==> src/rtl/lsfa_pkg.sv <==
// ----------------------------------------------------------------------------
// lsfa_pkg
// Shared widths, constants, codes and structs of the LED strip animator.
// ----------------------------------------------------------------------------
`default_nettype none

package lsfa_pkg;

    localparam int STRIP_LEDS = 90;

    localparam int ACTION_W = 4;
    localparam int TIME_W   = 32;
    localparam int FRAME_W  = 10;
    localparam int LEVEL_W  = 8;
    localparam int COUNT_W  = 7;
    localparam int FRAC_W   = 16;
    localparam int PROG_W   = 24;
    // Strip length times frame period, 90 * 1023 at most.
    localparam int LXF_W    = 17;

    localparam int DIV_N_W   = 40;
    localparam int DIV_D_W   = 32;
    localparam int DIV_CNT_W = $clog2(DIV_N_W + 1);

    localparam logic [FRAME_W-1:0] FRAME_RESET = FRAME_W'(20);
    localparam logic [LEVEL_W-1:0] LEVEL_RESET = LEVEL_W'(200);
    localparam logic [PROG_W-1:0]  FULL_Q      = PROG_W'(STRIP_LEDS * (2 ** FRAC_W));
    // 0.1 in Q8.16.
    localparam logic [PROG_W-1:0]  MIN_STEP    = PROG_W'(6554);
    localparam logic [COUNT_W-1:0] STRIP_COUNT = COUNT_W'(STRIP_LEDS);

    typedef enum logic [ACTION_W-1:0] {
        ACT_TICK      = 4'd0,
        ACT_FILL      = 4'd1,
        ACT_UNFILL    = 4'd2,
        ACT_FADE      = 4'd3,
        ACT_ON        = 4'd4,
        ACT_OFF       = 4'd5,
        ACT_BRIGHT    = 4'd6,
        ACT_PARTY_ON  = 4'd7,
        ACT_PARTY_OFF = 4'd8
    } t_action;

    typedef enum logic [1:0] {
        MODE_IDLE   = 2'd0,
        MODE_FILL   = 2'd1,
        MODE_UNFILL = 2'd2,
        MODE_FADE   = 2'd3
    } t_mode;

    typedef enum logic [1:0] {
        ST_IDLE,
        ST_PREP,
        ST_DIV,
        ST_COMMIT
    } t_state;

    typedef struct packed {
        logic capture;
        logic div_start;
        logic commit;
    } t_dp_cmd;

    typedef struct packed {
        logic need_div;
        logic div_done;
        logic out_free;
    } t_dp_stat;

    typedef struct packed {
        logic [COUNT_W-1:0] lit_count;
        logic [LEVEL_W-1:0] applied_brightness;
        logic               party_active;
        logic [1:0]         anim_mode;
        logic               anim_finished;
        logic               refresh;
        logic               ignored;
    } t_result;

endpackage

`default_nettype wire

==> src/rtl/lsfa_in_if.sv <==
// ----------------------------------------------------------------------------
// lsfa_in_if
// Command and frame tick channel: valid, ready and one input beat.
// ----------------------------------------------------------------------------
`default_nettype none

interface lsfa_in_if;
    import lsfa_pkg::*;

    logic                valid;
    logic                ready;
    logic [ACTION_W-1:0] action;
    logic [TIME_W-1:0]   payload;
    logic [TIME_W-1:0]   now_ms;

    modport source (output valid, action, payload, now_ms, input ready);
    modport sink   (input valid, action, payload, now_ms, output ready);
endinterface

`default_nettype wire

==> src/rtl/lsfa_out_if.sv <==
// ----------------------------------------------------------------------------
// lsfa_out_if
// Strip state channel: valid, ready and one result beat.
// ----------------------------------------------------------------------------
`default_nettype none

interface lsfa_out_if;
    import lsfa_pkg::*;

    logic               valid;
    logic               ready;
    logic [COUNT_W-1:0] lit_count;
    logic [LEVEL_W-1:0] applied_brightness;
    logic               party_active;
    logic [1:0]         anim_mode;
    logic               anim_finished;
    logic               refresh;
    logic               ignored;

    modport source (
        output valid, lit_count, applied_brightness, party_active, anim_mode,
               anim_finished, refresh, ignored,
        input  ready
    );
    modport sink (
        input  valid, lit_count, applied_brightness, party_active, anim_mode,
               anim_finished, refresh, ignored,
        output ready
    );
endinterface

`default_nettype wire

==> src/rtl/led_strip_fill_fade_animator.sv <==
// ----------------------------------------------------------------------------
// led_strip_fill_fade_animator
// Fill, unfill and fade animator for one warm-white LED strip.
// ----------------------------------------------------------------------------
// Usage:
//   i_in carries one beat per command or frame tick: the action code, a
//   payload (speed or duration in ms, or the brightness in its low byte) and
//   the millisecond time stamp. Every beat gives exactly one beat on o_out:
//   the lit LED count, the applied brightness, the party flag, the animation
//   mode and the finished, refresh and ignored flags.
//   i_cfg_we with i_cfg_wdata writes the frame period in ms; write it only
//   while no beat is in flight.
// Sequence:
//   A beat that needs a division (fill or unfill with a nonzero speed, or a
//   fade tick before the end) goes through capture, preparation, the
//   bit-serial divider and the commit; all other beats skip the divider.
//   One beat is worked on at a time, so a new beat is accepted only once
//   the last one has been committed.
// Reset and stalls:
//   A synchronous low i_rst_n restores frame period 20 ms, idle mode, a dark
//   strip and brightness 200, and drops any result not yet taken.
//   The result waits in an output register, and a new beat is accepted while
//   it waits; a further result is held back until the receiver takes it.
// ----------------------------------------------------------------------------
`default_nettype none

module led_strip_fill_fade_animator (
    input  logic                         i_clk,
    input  logic                         i_rst_n,
    lsfa_in_if.sink                      i_in,
    lsfa_out_if.source                   o_out,
    input  logic                         i_cfg_we,
    input  logic [lsfa_pkg::FRAME_W-1:0] i_cfg_wdata
);
    import lsfa_pkg::*;

    // Commands from the sequencer and status back from the datapath.
    t_dp_cmd  cmd;
    t_dp_stat stat;
    logic     in_ready;
    logic     out_valid;
    t_result  result;

    // The sequencer owns the input handshake and steps each beat through
    // capture, operand preparation, the optional division and the commit.
    lsfa_ctrl u_ctrl (
        .i_clk      (i_clk),
        .i_rst_n    (i_rst_n),
        .i_in_valid (i_in.valid),
        .o_in_ready (in_ready),
        .i_stat     (stat),
        .o_cmd      (cmd)
    );

    // The datapath holds the animation state and the result register; the
    // commit is only issued when that register is free or being emptied.
    lsfa_datapath u_dp (
        .i_clk       (i_clk),
        .i_rst_n     (i_rst_n),
        .i_cmd       (cmd),
        .o_stat      (stat),
        .i_action    (i_in.action),
        .i_payload   (i_in.payload),
        .i_now_ms    (i_in.now_ms),
        .i_cfg_we    (i_cfg_we),
        .i_cfg_wdata (i_cfg_wdata),
        .o_out_valid (out_valid),
        .i_out_ready (o_out.ready),
        .o_result    (result)
    );

    assign i_in.ready               = in_ready;
    assign o_out.valid              = out_valid;
    assign o_out.lit_count          = result.lit_count;
    assign o_out.applied_brightness = result.applied_brightness;
    assign o_out.party_active       = result.party_active;
    assign o_out.anim_mode          = result.anim_mode;
    assign o_out.anim_finished      = result.anim_finished;
    assign o_out.refresh            = result.refresh;
    assign o_out.ignored            = result.ignored;

endmodule

`default_nettype wire

==> src/rtl/lsfa_div.sv <==
// ----------------------------------------------------------------------------
// lsfa_div
// Restoring divider, one quotient bit per cycle, with a one-cycle done pulse.
// ----------------------------------------------------------------------------
`default_nettype none

module lsfa_div (
    input  logic                         i_clk,
    input  logic                         i_rst_n,
    input  logic                         i_start,
    input  logic [lsfa_pkg::DIV_N_W-1:0] i_dividend,
    input  logic [lsfa_pkg::DIV_D_W-1:0] i_divisor,
    output logic                         o_done,
    output logic [lsfa_pkg::DIV_N_W-1:0] o_quotient
);
    import lsfa_pkg::*;

    localparam logic [DIV_CNT_W-1:0] CNT_LOAD = DIV_CNT_W'(DIV_N_W);
    localparam logic [DIV_CNT_W-1:0] CNT_LAST = DIV_CNT_W'(1);

    logic                 r_busy;
    logic                 r_done;
    logic [DIV_CNT_W-1:0] r_count;
    logic [DIV_N_W-1:0]   r_quo;
    logic [DIV_D_W-1:0]   r_rem;
    logic [DIV_D_W-1:0]   r_div;

    logic [DIV_D_W:0]     rem_sh;
    logic [DIV_D_W+1:0]   diff;
    logic                 fits;

    // The remainder stays below the divisor, so the shifted value needs one
    // extra bit and the trial subtraction one more for the borrow.
    always_comb begin
        rem_sh = {r_rem, r_quo[DIV_N_W-1]};
        diff   = {1'b0, rem_sh} - {2'b00, r_div};
        fits   = !diff[DIV_D_W+1];
    end

    always_ff @(posedge i_clk) begin
        if (!i_rst_n) begin
            r_busy  <= 1'b0;
            r_done  <= 1'b0;
            r_count <= '0;
        end else begin
            r_done <= 1'b0;
            if (i_start) begin
                r_busy  <= 1'b1;
                r_count <= CNT_LOAD;
            end else if (r_busy) begin
                r_count <= r_count - CNT_LAST;
                if (r_count == CNT_LAST) begin
                    r_busy <= 1'b0;
                    r_done <= 1'b1;
                end
            end
        end
    end

    always_ff @(posedge i_clk) begin
        if (i_start) begin
            r_quo <= i_dividend;
            r_rem <= '0;
            r_div <= i_divisor;
        end else if (r_busy) begin
            r_quo <= {r_quo[DIV_N_W-2:0], fits};
            r_rem <= fits ? diff[DIV_D_W-1:0] : rem_sh[DIV_D_W-1:0];
        end
    end

    assign o_done     = r_done;
    assign o_quotient = r_quo;

endmodule

`default_nettype wire

==> src/rtl/lsfa_ctrl.sv <==
// ----------------------------------------------------------------------------
// lsfa_ctrl
// Sequencer: takes a beat, lets the datapath prepare, divide and commit.
// ----------------------------------------------------------------------------
`default_nettype none

module lsfa_ctrl (
    input  logic               i_clk,
    input  logic               i_rst_n,
    input  logic               i_in_valid,
    output logic               o_in_ready,
    input  lsfa_pkg::t_dp_stat i_stat,
    output lsfa_pkg::t_dp_cmd  o_cmd
);
    import lsfa_pkg::*;

    t_state r_state;
    t_state n_state;

    always_ff @(posedge i_clk) begin
        if (!i_rst_n) begin
            r_state <= ST_IDLE;
        end else begin
            r_state <= n_state;
        end
    end

    always_comb begin
        n_state = r_state;
        unique case (r_state)
            ST_IDLE: begin
                if (i_in_valid) n_state = ST_PREP;
            end
            ST_PREP: begin
                n_state = i_stat.need_div ? ST_DIV : ST_COMMIT;
            end
            ST_DIV: begin
                if (i_stat.div_done) n_state = ST_COMMIT;
            end
            ST_COMMIT: begin
                if (i_stat.out_free) n_state = ST_IDLE;
            end
            default: n_state = ST_IDLE;
        endcase
    end

    always_comb begin
        o_in_ready      = 1'b0;
        o_cmd.capture   = 1'b0;
        o_cmd.div_start = 1'b0;
        o_cmd.commit    = 1'b0;
        unique case (r_state)
            ST_IDLE: begin
                o_in_ready    = 1'b1;
                o_cmd.capture = i_in_valid;
            end
            ST_PREP: begin
                o_cmd.div_start = i_stat.need_div;
            end
            ST_DIV: begin
            end
            ST_COMMIT: begin
                o_cmd.commit = i_stat.out_free;
            end
            default: begin
            end
        endcase
    end

endmodule

`default_nettype wire

==> src/rtl/lsfa_datapath.sv <==
// ----------------------------------------------------------------------------
// lsfa_datapath
// Animation state, operand preparation, shared divider and result register.
// ----------------------------------------------------------------------------
`default_nettype none

module lsfa_datapath (
    input  logic                          i_clk,
    input  logic                          i_rst_n,
    input  lsfa_pkg::t_dp_cmd             i_cmd,
    output lsfa_pkg::t_dp_stat            o_stat,
    input  logic [lsfa_pkg::ACTION_W-1:0] i_action,
    input  logic [lsfa_pkg::TIME_W-1:0]   i_payload,
    input  logic [lsfa_pkg::TIME_W-1:0]   i_now_ms,
    input  logic                          i_cfg_we,
    input  logic [lsfa_pkg::FRAME_W-1:0]  i_cfg_wdata,
    output logic                          o_out_valid,
    input  logic                          i_out_ready,
    output lsfa_pkg::t_result             o_result
);
    import lsfa_pkg::*;

    // Configuration and animation state.
    logic [FRAME_W-1:0] r_frame;
    t_mode              r_mode,       n_mode;
    logic [PROG_W-1:0]  r_progress,   n_progress;
    logic [PROG_W-1:0]  r_step,       n_step;
    logic [COUNT_W-1:0] r_shown,      n_shown;
    logic [TIME_W-1:0]  r_fade_begin, n_fade_begin;
    logic [TIME_W-1:0]  r_fade_len,   n_fade_len;
    logic [LEVEL_W-1:0] r_fade_lvl,   n_fade_lvl;
    logic [LEVEL_W-1:0] r_main,       n_main;
    logic [LEVEL_W-1:0] r_drive,      n_drive;
    logic               r_party,      n_party;

    // Captured beat.
    logic [ACTION_W-1:0] r_action;
    logic [TIME_W-1:0]   r_payload;
    logic [TIME_W-1:0]   r_now;
    logic [TIME_W-1:0]   r_elapsed;

    logic    r_out_valid;
    t_result r_result;
    t_result n_result;

    logic               is_anim_cmd;
    logic               fade_end;
    logic [TIME_W-1:0]  remaining;
    logic [LXF_W-1:0]   leds_x_frame;
    logic [DIV_N_W-1:0] dividend;
    logic [DIV_D_W-1:0] divisor;
    logic               div_done;
    logic [DIV_N_W-1:0] quotient;
    logic [PROG_W-1:0]  step_val;
    logic [PROG_W:0]    fill_sum;
    logic               finished;
    logic               refresh;
    logic               ignored;

    always_comb begin
        is_anim_cmd = (r_action == ACT_FILL) || (r_action == ACT_UNFILL) ||
                      (r_action == ACT_FADE) || (r_action == ACT_ON) ||
                      (r_action == ACT_OFF);
        fade_end     = r_elapsed >= r_fade_len;
        remaining    = r_fade_len - r_elapsed;
        leds_x_frame = LXF_W'(STRIP_LEDS) * LXF_W'(r_frame);
        if (r_action == ACT_TICK) begin
            dividend = DIV_N_W'(r_fade_lvl) * DIV_N_W'(remaining);
            divisor  = r_fade_len;
        end else begin
            dividend = {{(DIV_N_W - LXF_W - FRAC_W){1'b0}}, leds_x_frame, {FRAC_W{1'b0}}};
            divisor  = r_payload;
        end
    end

    always_comb begin
        o_stat.need_div = 1'b0;
        if (!(is_anim_cmd && r_party)) begin
            if ((r_action == ACT_FILL) || (r_action == ACT_UNFILL)) begin
                o_stat.need_div = r_payload != '0;
            end else if (r_action == ACT_TICK) begin
                o_stat.need_div = !r_party && (r_mode == MODE_FADE) && !fade_end;
            end
        end
        o_stat.div_done = div_done;
        o_stat.out_free = !r_out_valid || i_out_ready;
    end

    lsfa_div u_div (
        .i_clk      (i_clk),
        .i_rst_n    (i_rst_n),
        .i_start    (i_cmd.div_start),
        .i_dividend (dividend),
        .i_divisor  (divisor),
        .o_done     (div_done),
        .o_quotient (quotient)
    );

    // Zero speed finishes in one frame; a step that rounds to zero is 0.1.
    always_comb begin
        if (r_payload == '0) begin
            step_val = FULL_Q;
        end else if (quotient > DIV_N_W'(FULL_Q)) begin
            step_val = FULL_Q;
        end else if (quotient == '0) begin
            step_val = MIN_STEP;
        end else begin
            step_val = quotient[PROG_W-1:0];
        end
    end

    always_comb begin
        n_mode       = r_mode;
        n_progress   = r_progress;
        n_step       = r_step;
        n_shown      = r_shown;
        n_fade_begin = r_fade_begin;
        n_fade_len   = r_fade_len;
        n_fade_lvl   = r_fade_lvl;
        n_main       = r_main;
        n_drive      = r_drive;
        n_party      = r_party;
        finished     = 1'b0;
        refresh      = 1'b0;
        ignored      = 1'b0;
        fill_sum     = {1'b0, r_progress} + {1'b0, r_step};

        if (is_anim_cmd && r_party) begin
            ignored = 1'b1;
        end else begin
            unique case (r_action)
                ACT_TICK: begin
                    if (!r_party && (r_mode != MODE_IDLE)) begin
                        refresh = 1'b1;
                        if (r_mode == MODE_FILL) begin
                            n_progress = (fill_sum > {1'b0, FULL_Q}) ? FULL_Q :
                                                                       fill_sum[PROG_W-1:0];
                            n_shown = n_progress[FRAC_W +: COUNT_W];
                            if (n_shown >= STRIP_COUNT) begin
                                finished = 1'b1;
                                n_mode   = MODE_IDLE;
                            end
                        end else if (r_mode == MODE_UNFILL) begin
                            n_progress = (r_progress > r_step) ? r_progress - r_step : '0;
                            n_shown    = n_progress[FRAC_W +: COUNT_W];
                            if (n_shown == '0) begin
                                finished = 1'b1;
                                n_mode   = MODE_IDLE;
                            end
                        end else if (fade_end) begin
                            n_drive  = '0;
                            n_main   = '0;
                            n_shown  = '0;
                            finished = 1'b1;
                            n_mode   = MODE_IDLE;
                        end else begin
                            n_drive = quotient[LEVEL_W-1:0];
                        end
                    end
                end
                ACT_FILL: begin
                    n_progress = '0;
                    n_step     = step_val;
                    n_drive    = r_main;
                    n_mode     = MODE_FILL;
                end
                ACT_UNFILL: begin
                    if (r_mode != MODE_FILL) n_progress = FULL_Q;
                    n_step = step_val;
                    n_mode = MODE_UNFILL;
                end
                ACT_FADE: begin
                    n_fade_begin = r_now;
                    n_fade_len   = (r_payload == '0) ? TIME_W'(1) : r_payload;
                    n_fade_lvl   = r_main;
                    n_mode       = MODE_FADE;
                end
                ACT_ON: begin
                    n_mode     = MODE_IDLE;
                    n_drive    = r_main;
                    n_shown    = STRIP_COUNT;
                    n_progress = FULL_Q;
                end
                ACT_OFF: begin
                    n_mode     = MODE_IDLE;
                    n_shown    = '0;
                    n_progress = '0;
                end
                ACT_BRIGHT: begin
                    n_main = r_payload[LEVEL_W-1:0];
                    if (!r_party) n_drive = r_payload[LEVEL_W-1:0];
                end
                ACT_PARTY_ON: begin
                    if (!r_party) begin
                        n_shown = '0;
                        n_party = 1'b1;
                        n_mode  = MODE_IDLE;
                    end
                end
                ACT_PARTY_OFF: begin
                    if (r_party) begin
                        n_party = 1'b0;
                        n_drive = r_main;
                        n_shown = '0;
                    end
                end
                default: begin
                end
            endcase
        end

        n_result.lit_count          = n_shown;
        n_result.applied_brightness = n_drive;
        n_result.party_active       = n_party;
        n_result.anim_mode          = n_mode;
        n_result.anim_finished      = finished;
        n_result.refresh            = refresh;
        n_result.ignored            = ignored;
    end

    always_ff @(posedge i_clk) begin
        if (!i_rst_n) begin
            r_frame      <= FRAME_RESET;
            r_mode       <= MODE_IDLE;
            r_progress   <= '0;
            r_step       <= '0;
            r_shown      <= '0;
            r_fade_begin <= '0;
            r_fade_len   <= '0;
            r_fade_lvl   <= '0;
            r_main       <= LEVEL_RESET;
            r_drive      <= LEVEL_RESET;
            r_party      <= 1'b0;
            r_out_valid  <= 1'b0;
        end else begin
            if (i_cfg_we) r_frame <= i_cfg_wdata;
            if (i_cmd.commit) begin
                r_mode       <= n_mode;
                r_progress   <= n_progress;
                r_step       <= n_step;
                r_shown      <= n_shown;
                r_fade_begin <= n_fade_begin;
                r_fade_len   <= n_fade_len;
                r_fade_lvl   <= n_fade_lvl;
                r_main       <= n_main;
                r_drive      <= n_drive;
                r_party      <= n_party;
                r_out_valid  <= 1'b1;
            end else if (i_out_ready) begin
                r_out_valid  <= 1'b0;
            end
        end
    end

    always_ff @(posedge i_clk) begin
        if (i_cmd.capture) begin
            r_action  <= i_action;
            r_payload <= i_payload;
            r_now     <= i_now_ms;
            r_elapsed <= i_now_ms - r_fade_begin;
        end
        if (i_cmd.commit) r_result <= n_result;
    end

    assign o_out_valid = r_out_valid;
    assign o_result    = r_result;

endmodule

`default_nettype wire

==> src/flat_wrapper.sv <==
// flat-port wrapper written by rule: the top's interface ports become plain ports
module led_strip_fill_fade_animator_flat import lsfa_pkg::*;
  (i_clk, i_rst_n, i_cfg_we, i_cfg_wdata, i_in_valid, i_in_action, i_in_payload, i_in_now_ms, i_in_ready, o_out_valid, o_out_lit_count, o_out_applied_brightness, o_out_party_active, o_out_anim_mode, o_out_anim_finished, o_out_refresh, o_out_ignored, o_out_ready);
  lsfa_in_if i_in_i ();
  lsfa_out_if o_out_i ();
  input  logic i_clk;
  input  logic i_rst_n;
  input  logic i_cfg_we;
  input  logic [lsfa_pkg::FRAME_W-1:0] i_cfg_wdata;
  input wire logic [$bits(i_in_i.valid)-1:0] i_in_valid;
  input wire logic [$bits(i_in_i.action)-1:0] i_in_action;
  input wire logic [$bits(i_in_i.payload)-1:0] i_in_payload;
  input wire logic [$bits(i_in_i.now_ms)-1:0] i_in_now_ms;
  output wire logic [$bits(i_in_i.ready)-1:0] i_in_ready;
  output wire logic [$bits(o_out_i.valid)-1:0] o_out_valid;
  output wire logic [$bits(o_out_i.lit_count)-1:0] o_out_lit_count;
  output wire logic [$bits(o_out_i.applied_brightness)-1:0] o_out_applied_brightness;
  output wire logic [$bits(o_out_i.party_active)-1:0] o_out_party_active;
  output wire logic [$bits(o_out_i.anim_mode)-1:0] o_out_anim_mode;
  output wire logic [$bits(o_out_i.anim_finished)-1:0] o_out_anim_finished;
  output wire logic [$bits(o_out_i.refresh)-1:0] o_out_refresh;
  output wire logic [$bits(o_out_i.ignored)-1:0] o_out_ignored;
  input wire logic [$bits(o_out_i.ready)-1:0] o_out_ready;
  assign i_in_i.valid = i_in_valid;
  assign i_in_i.action = i_in_action;
  assign i_in_i.payload = i_in_payload;
  assign i_in_i.now_ms = i_in_now_ms;
  assign i_in_ready = i_in_i.ready;
  assign o_out_valid = o_out_i.valid;
  assign o_out_lit_count = o_out_i.lit_count;
  assign o_out_applied_brightness = o_out_i.applied_brightness;
  assign o_out_party_active = o_out_i.party_active;
  assign o_out_anim_mode = o_out_i.anim_mode;
  assign o_out_anim_finished = o_out_i.anim_finished;
  assign o_out_refresh = o_out_i.refresh;
  assign o_out_ignored = o_out_i.ignored;
  assign o_out_i.ready = o_out_ready;
  led_strip_fill_fade_animator u_core (.i_clk(i_clk), .i_rst_n(i_rst_n), .i_in(i_in_i), .o_out(o_out_i), .i_cfg_we(i_cfg_we), .i_cfg_wdata(i_cfg_wdata));
endmodule
==> config.mk <==
export PLATFORM = sky130hd
export DESIGN_NAME = led_strip_fill_fade_animator_flat
export DESIGN_NICKNAME = d
export VERILOG_FILES = /design/src/rtl/lsfa_pkg.sv /design/src/rtl/lsfa_in_if.sv /design/src/rtl/lsfa_out_if.sv /design/src/rtl/led_strip_fill_fade_animator.sv /design/src/rtl/lsfa_div.sv /design/src/rtl/lsfa_ctrl.sv /design/src/rtl/lsfa_datapath.sv /design/src/flat_wrapper.sv
export SDC_FILE = /design/constraint.sdc
export NUM_CORES = 2
export LEC_CHECK = 0
export ABC_CLOCK_PERIOD_IN_PS = 6460
export BUFFER_PORTS_ARGS = -buffer_cell sky130_fd_sc_hd__buf_2
export CAP_MARGIN = 10
export CORE_MARGIN = 2
export CORE_UTILIZATION = 58
export DETAILED_ROUTE_END_ITERATION = 10
export PLACE_DENSITY_LB_ADDON = 0.2
export SLEW_MARGIN = 20
export SYNTH_ARGS = -nofsm -noshare
export SYNTH_HDL_FRONTEND = slang
export SYNTH_SLANG_ARGS = --single-unit
export TNS_END_PERCENT = 1
==> constraint.sdc <==
create_clock -name i_clk -period 6.46 [get_ports i_clk]
set_clock_uncertainty 0.05 [all_clocks]
set_input_delay 0.646 -clock i_clk [delete_from_list [all_inputs] [get_ports i_clk]]
set_output_delay 0.646 -clock i_clk [all_outputs]
set_load 0.01 [all_outputs]
==> qor.yml <==
synth.area.top_cells: "edfxtp_1 18%, dfxtp_1 12%, fa_1 12%"
cts_root_buf: "clkbuf_16"
dp_cells: 4748
cpMaxStageDelayCell: "fa_1"
post-place-ws_ns: -0.9040
cts_max_level: 2
track_usage_pct: 28.90
fmaxAchievable_mhz: 143.6
area_delta_synth_final_pct: 15.28
cap_violations: 0
via_count: 27870
synth_compound_area_share_pct: 18.47
synthAdderAreaFrac_pct: 21.34
post-route-min-period_ns: 6.962
clkLatencyLatePin_ns: 0.63
drc_errors: 0
synth_flop_cell: "dfxtp_1"
synth_cells: 3795
syn_avg_cell_area_sq_um: 8.608
synthesis.nets: 4315
synth_common_cells: "561 x nand2_1, 422 x inv_1, 238 x ha_1, 215 x o21ai_0, 205 x a21oi_1"
powerDensity_nw_per_um2: 240.7
synthXorXnorAreaFrac_pct: 3.968
layout_setup_ws_ns: -0.5020
crit_fanout: 6
post_drt_wl_per_cell_microns: 17.28
timing.critical_path.mode_cell: "fa_1"
synth-edff-count: 193
firstDrtPassIters: 5
synth_top_family_by_area: "adder cells"
tightest_slew_ns: 1.133
grt_pass1_wl_microns: 135500
ir_drop_v: 0.0002489
overflow: 0
grt_pass1_vias: 26650
rows: 86
synth-async-reset-ratio_pct: 0
core_area_sq_um: 55420
synth-seq-area-share_pct: 29.94
vias_per_cell: 5.766
antenna_found_initial: 1
fillers: 4473
fin_crit_sh_pct: 107.8
synth.most_common_cell: "nand2_1"
crit_type: "reg -> reg"
grt_start_max_net_pins: 83
power_leakage_uw: 0.01700
cts_tree: "done"
drt_wl_total_microns: 83540
postRouteAntennaNets: 0
fin_nets: 4572
die_y_microns: 241.3
synth_area_sq_um: 32670
start_util_pct: 58.95
clockBufferDepth: 3
synth-simple-area-share_pct: 19.14
drive_gt1_share_pct: 14.54
fin_util_pct: 67.96
drtIter0Drc: 1947
synthMuxAreaShare_pct: 0.4328
drv_slew: 0
antenna_cells: 0
worstPathArrival_ns: 7.27
gp_congestion: 0.9401
die_area_sq_um: 58240
multi_input_area_sq_um: 21360
status: "complete, but fails checks"
dieWidth_microns: 241.3
io_buffer_count: 105
start_kind: "register"
ys_types: 91
slowest_delay_ns: 0.56
final_hold_viol_count: 0
cts.clk_slew.worst_paths_ns: 0.06
setup_viol: 18
seqCellArea_sq_um: 9781
slew_headroom_pct: 23.87
rsz0062_at_grt: "yes"
place_hpwl_microns: 62910
crit_required_ns: 6.77
clock_sinks: 392
violations: "setup timing"
end_kind: "register"
total_power_uw: 9066
fin_cells: 4834
synth_seq_cells: 392
synth.largest_area_cell: "edfxtp_1"
cts_buffers: 43
ioPinCount: 106
min_path_type: "in -> reg"
yosysWarnings: 0
synth_top_area_share_pct: 17.74
==> per-stage QoR <==
step                TNS (ns)  cell area [sq um]  hold slack (ns)
finish                -5.704              37660           0.1549
global route          -13.51              37660           0.1410
CTS                   -5.592              37480           0.1369
detailed placement    -12.69              35800           0.4090
global placement      -8.867              35800           0.4024
floorplan             -1.152              33020           0.3935
==> per-layer routing <==
layer	global-route usage, %	vias to the layer above	part of all wire, %
li1	-	13470	-
met1	38.94	13340	43
met2	47.80	883	47
met3	4.398	180	6.3
met4	9.615	2	3.3
met5	0	-	0.016
==> timing repair <==
item                       4_1_cts  5_1_grt
resized for setup               34       30
hold buffers                     0        0
gates cloned                     0        0
pin swaps                       23       15
setup buffers                    3        4
setup endpoints to repair       24       26
==> worst max-delay path, delay by kind of cell (launching register included) <==
| kind | cells | cell delay [ns] |
|---|---|---|
| compound gates | 11 | 2.08 |
| buf+inv | 4 | 0.31 |
| fa+ha+maj | 6 | 2.56 |
| simple gates | 7 | 1.01 |
| xor+xnor | 2 | 0.31 |
| flops | 1 | 0.38 |
==> kinds of logic (layout without fill, tap and decap cells) <==
kind of cell    after synthesis  after routing
fa+ha+maj                   438            438
xor+xnor                    148            148
buf+inv                     575            866
mux                          14             14
compound gates              919            919
simple gates               1309           1309
flops                       392            392
==> sequential cells by signal (all words and copies together) (netlist names) <==
name / count
u_core.u_dp.r_now: 32
u_core.u_dp.r_fade_begin: 32
u_core.u_ctrl.r_state: 2
u_core.u_dp.o_out_valid: 1
u_core.u_dp.u_div.o_done: 1
u_core.u_dp.r_elapsed: 32
u_core.u_dp.r_fade_lvl: 8
u_core.u_dp.u_div.r_rem: 32
u_core.u_dp.u_div.r_div: 32
u_core.u_dp.r_frame: 10
u_core.u_dp.u_div.r_busy: 1
u_core.u_dp.r_main: 8
u_core.u_dp.r_action: 4
u_core.u_dp.o_result: 21
u_core.u_dp.r_progress: 24
u_core.u_dp.r_fade_len: 32
u_core.u_dp.r_mode: 2
u_core.u_dp.r_step: 24
u_core.u_dp.r_payload: 32
u_core.u_dp.r_party: 1
u_core.u_dp.u_div.r_count: 6
u_core.u_dp.u_div.o_quotient: 40
u_core.u_dp.r_shown: 7
u_core.u_dp.r_drive: 8
==> final cells by class <==
cell class | instances | share of cell area, %
Sequential cell | 392 | 25.97
Inverter | 424 | 4.226
Tap cell | 748 | 2.485
Multi-Input combinational cell | 2828 | 56.72
Clock inverter | 25 | 0.8605
Timing Repair Buffer | 363 | 6.545
Clock buffer | 54 | 3.186
==> placed cells by master, fill, tap and decap left out, types with 13 or more instances in the layout <==
cell type | synthesis | routed
a21oi_2 | 0 | 21
nand4_1 | 24 | 24
or3_1 | 25 | 23
o211ai_1 | 16 | 16
nor3_1 | 60 | 57
fa_1 | 199 | 198
and2_1 | 182 | 176
inv_1 | 422 | 419
o31ai_1 | 27 | 26
xor2_1 | 47 | 45
ha_4 | 0 | 15
a211oi_1 | 31 | 24
a22oi_1 | 16 | 16
o21a_1 | 33 | 33
and3_1 | 15 | 15
nand2b_1 | 38 | 36
nor2_1 | 176 | 169
dfxtp_1 | 199 | 198
nand3_1 | 68 | 66
a21o_1 | 89 | 89
nor4_1 | 25 | 23
a21oi_1 | 205 | 184
clkbuf_16 | 0 | 45
mux2i_1 | 13 | 13
xnor2_1 | 101 | 90
edfxtp_1 | 193 | 193
a21boi_0 | 95 | 93
nand2_1 | 561 | 559
a31oi_1 | 50 | 49
buf_4 | 2 | 259
or2_2 | 18 | 18
o21bai_1 | 15 | 14
o21ai_0 | 215 | 206
o21ai_2 | 9 | 14
ha_1 | 238 | 222
nor2b_1 | 87 | 82
buf_2 | 10 | 104
==> path summary, 6_finish.rpt <==
kind,to,cells past startpoint,slack (ns),start
max reg2reg,u_core.u_dp.u_div.o_quotient[36],30,-0.50,u_core.u_dp.r_elapsed[1]
max,u_core.u_dp.u_div.o_quotient[36],30,-0.50,u_core.u_dp.r_elapsed[1]
min reg2reg,u_core.u_dp.r_fade_begin[16],2,0.41,u_core.u_dp.r_fade_begin[16]
min,u_core.u_dp.r_payload[8],1,0.15,i_in_payload[8]
==> report_power, final <==
group / switching, uW / total (uW) / internal [uW] / leakage (uW)
Combinational: 1820 / 3040 / 1220 / 0.0128
Sequential: 283 / 3340 / 3060 / 0.00341
Clock: 1110 / 2690 / 1580 / 0.000752
(Power assumes the default switching activity.)
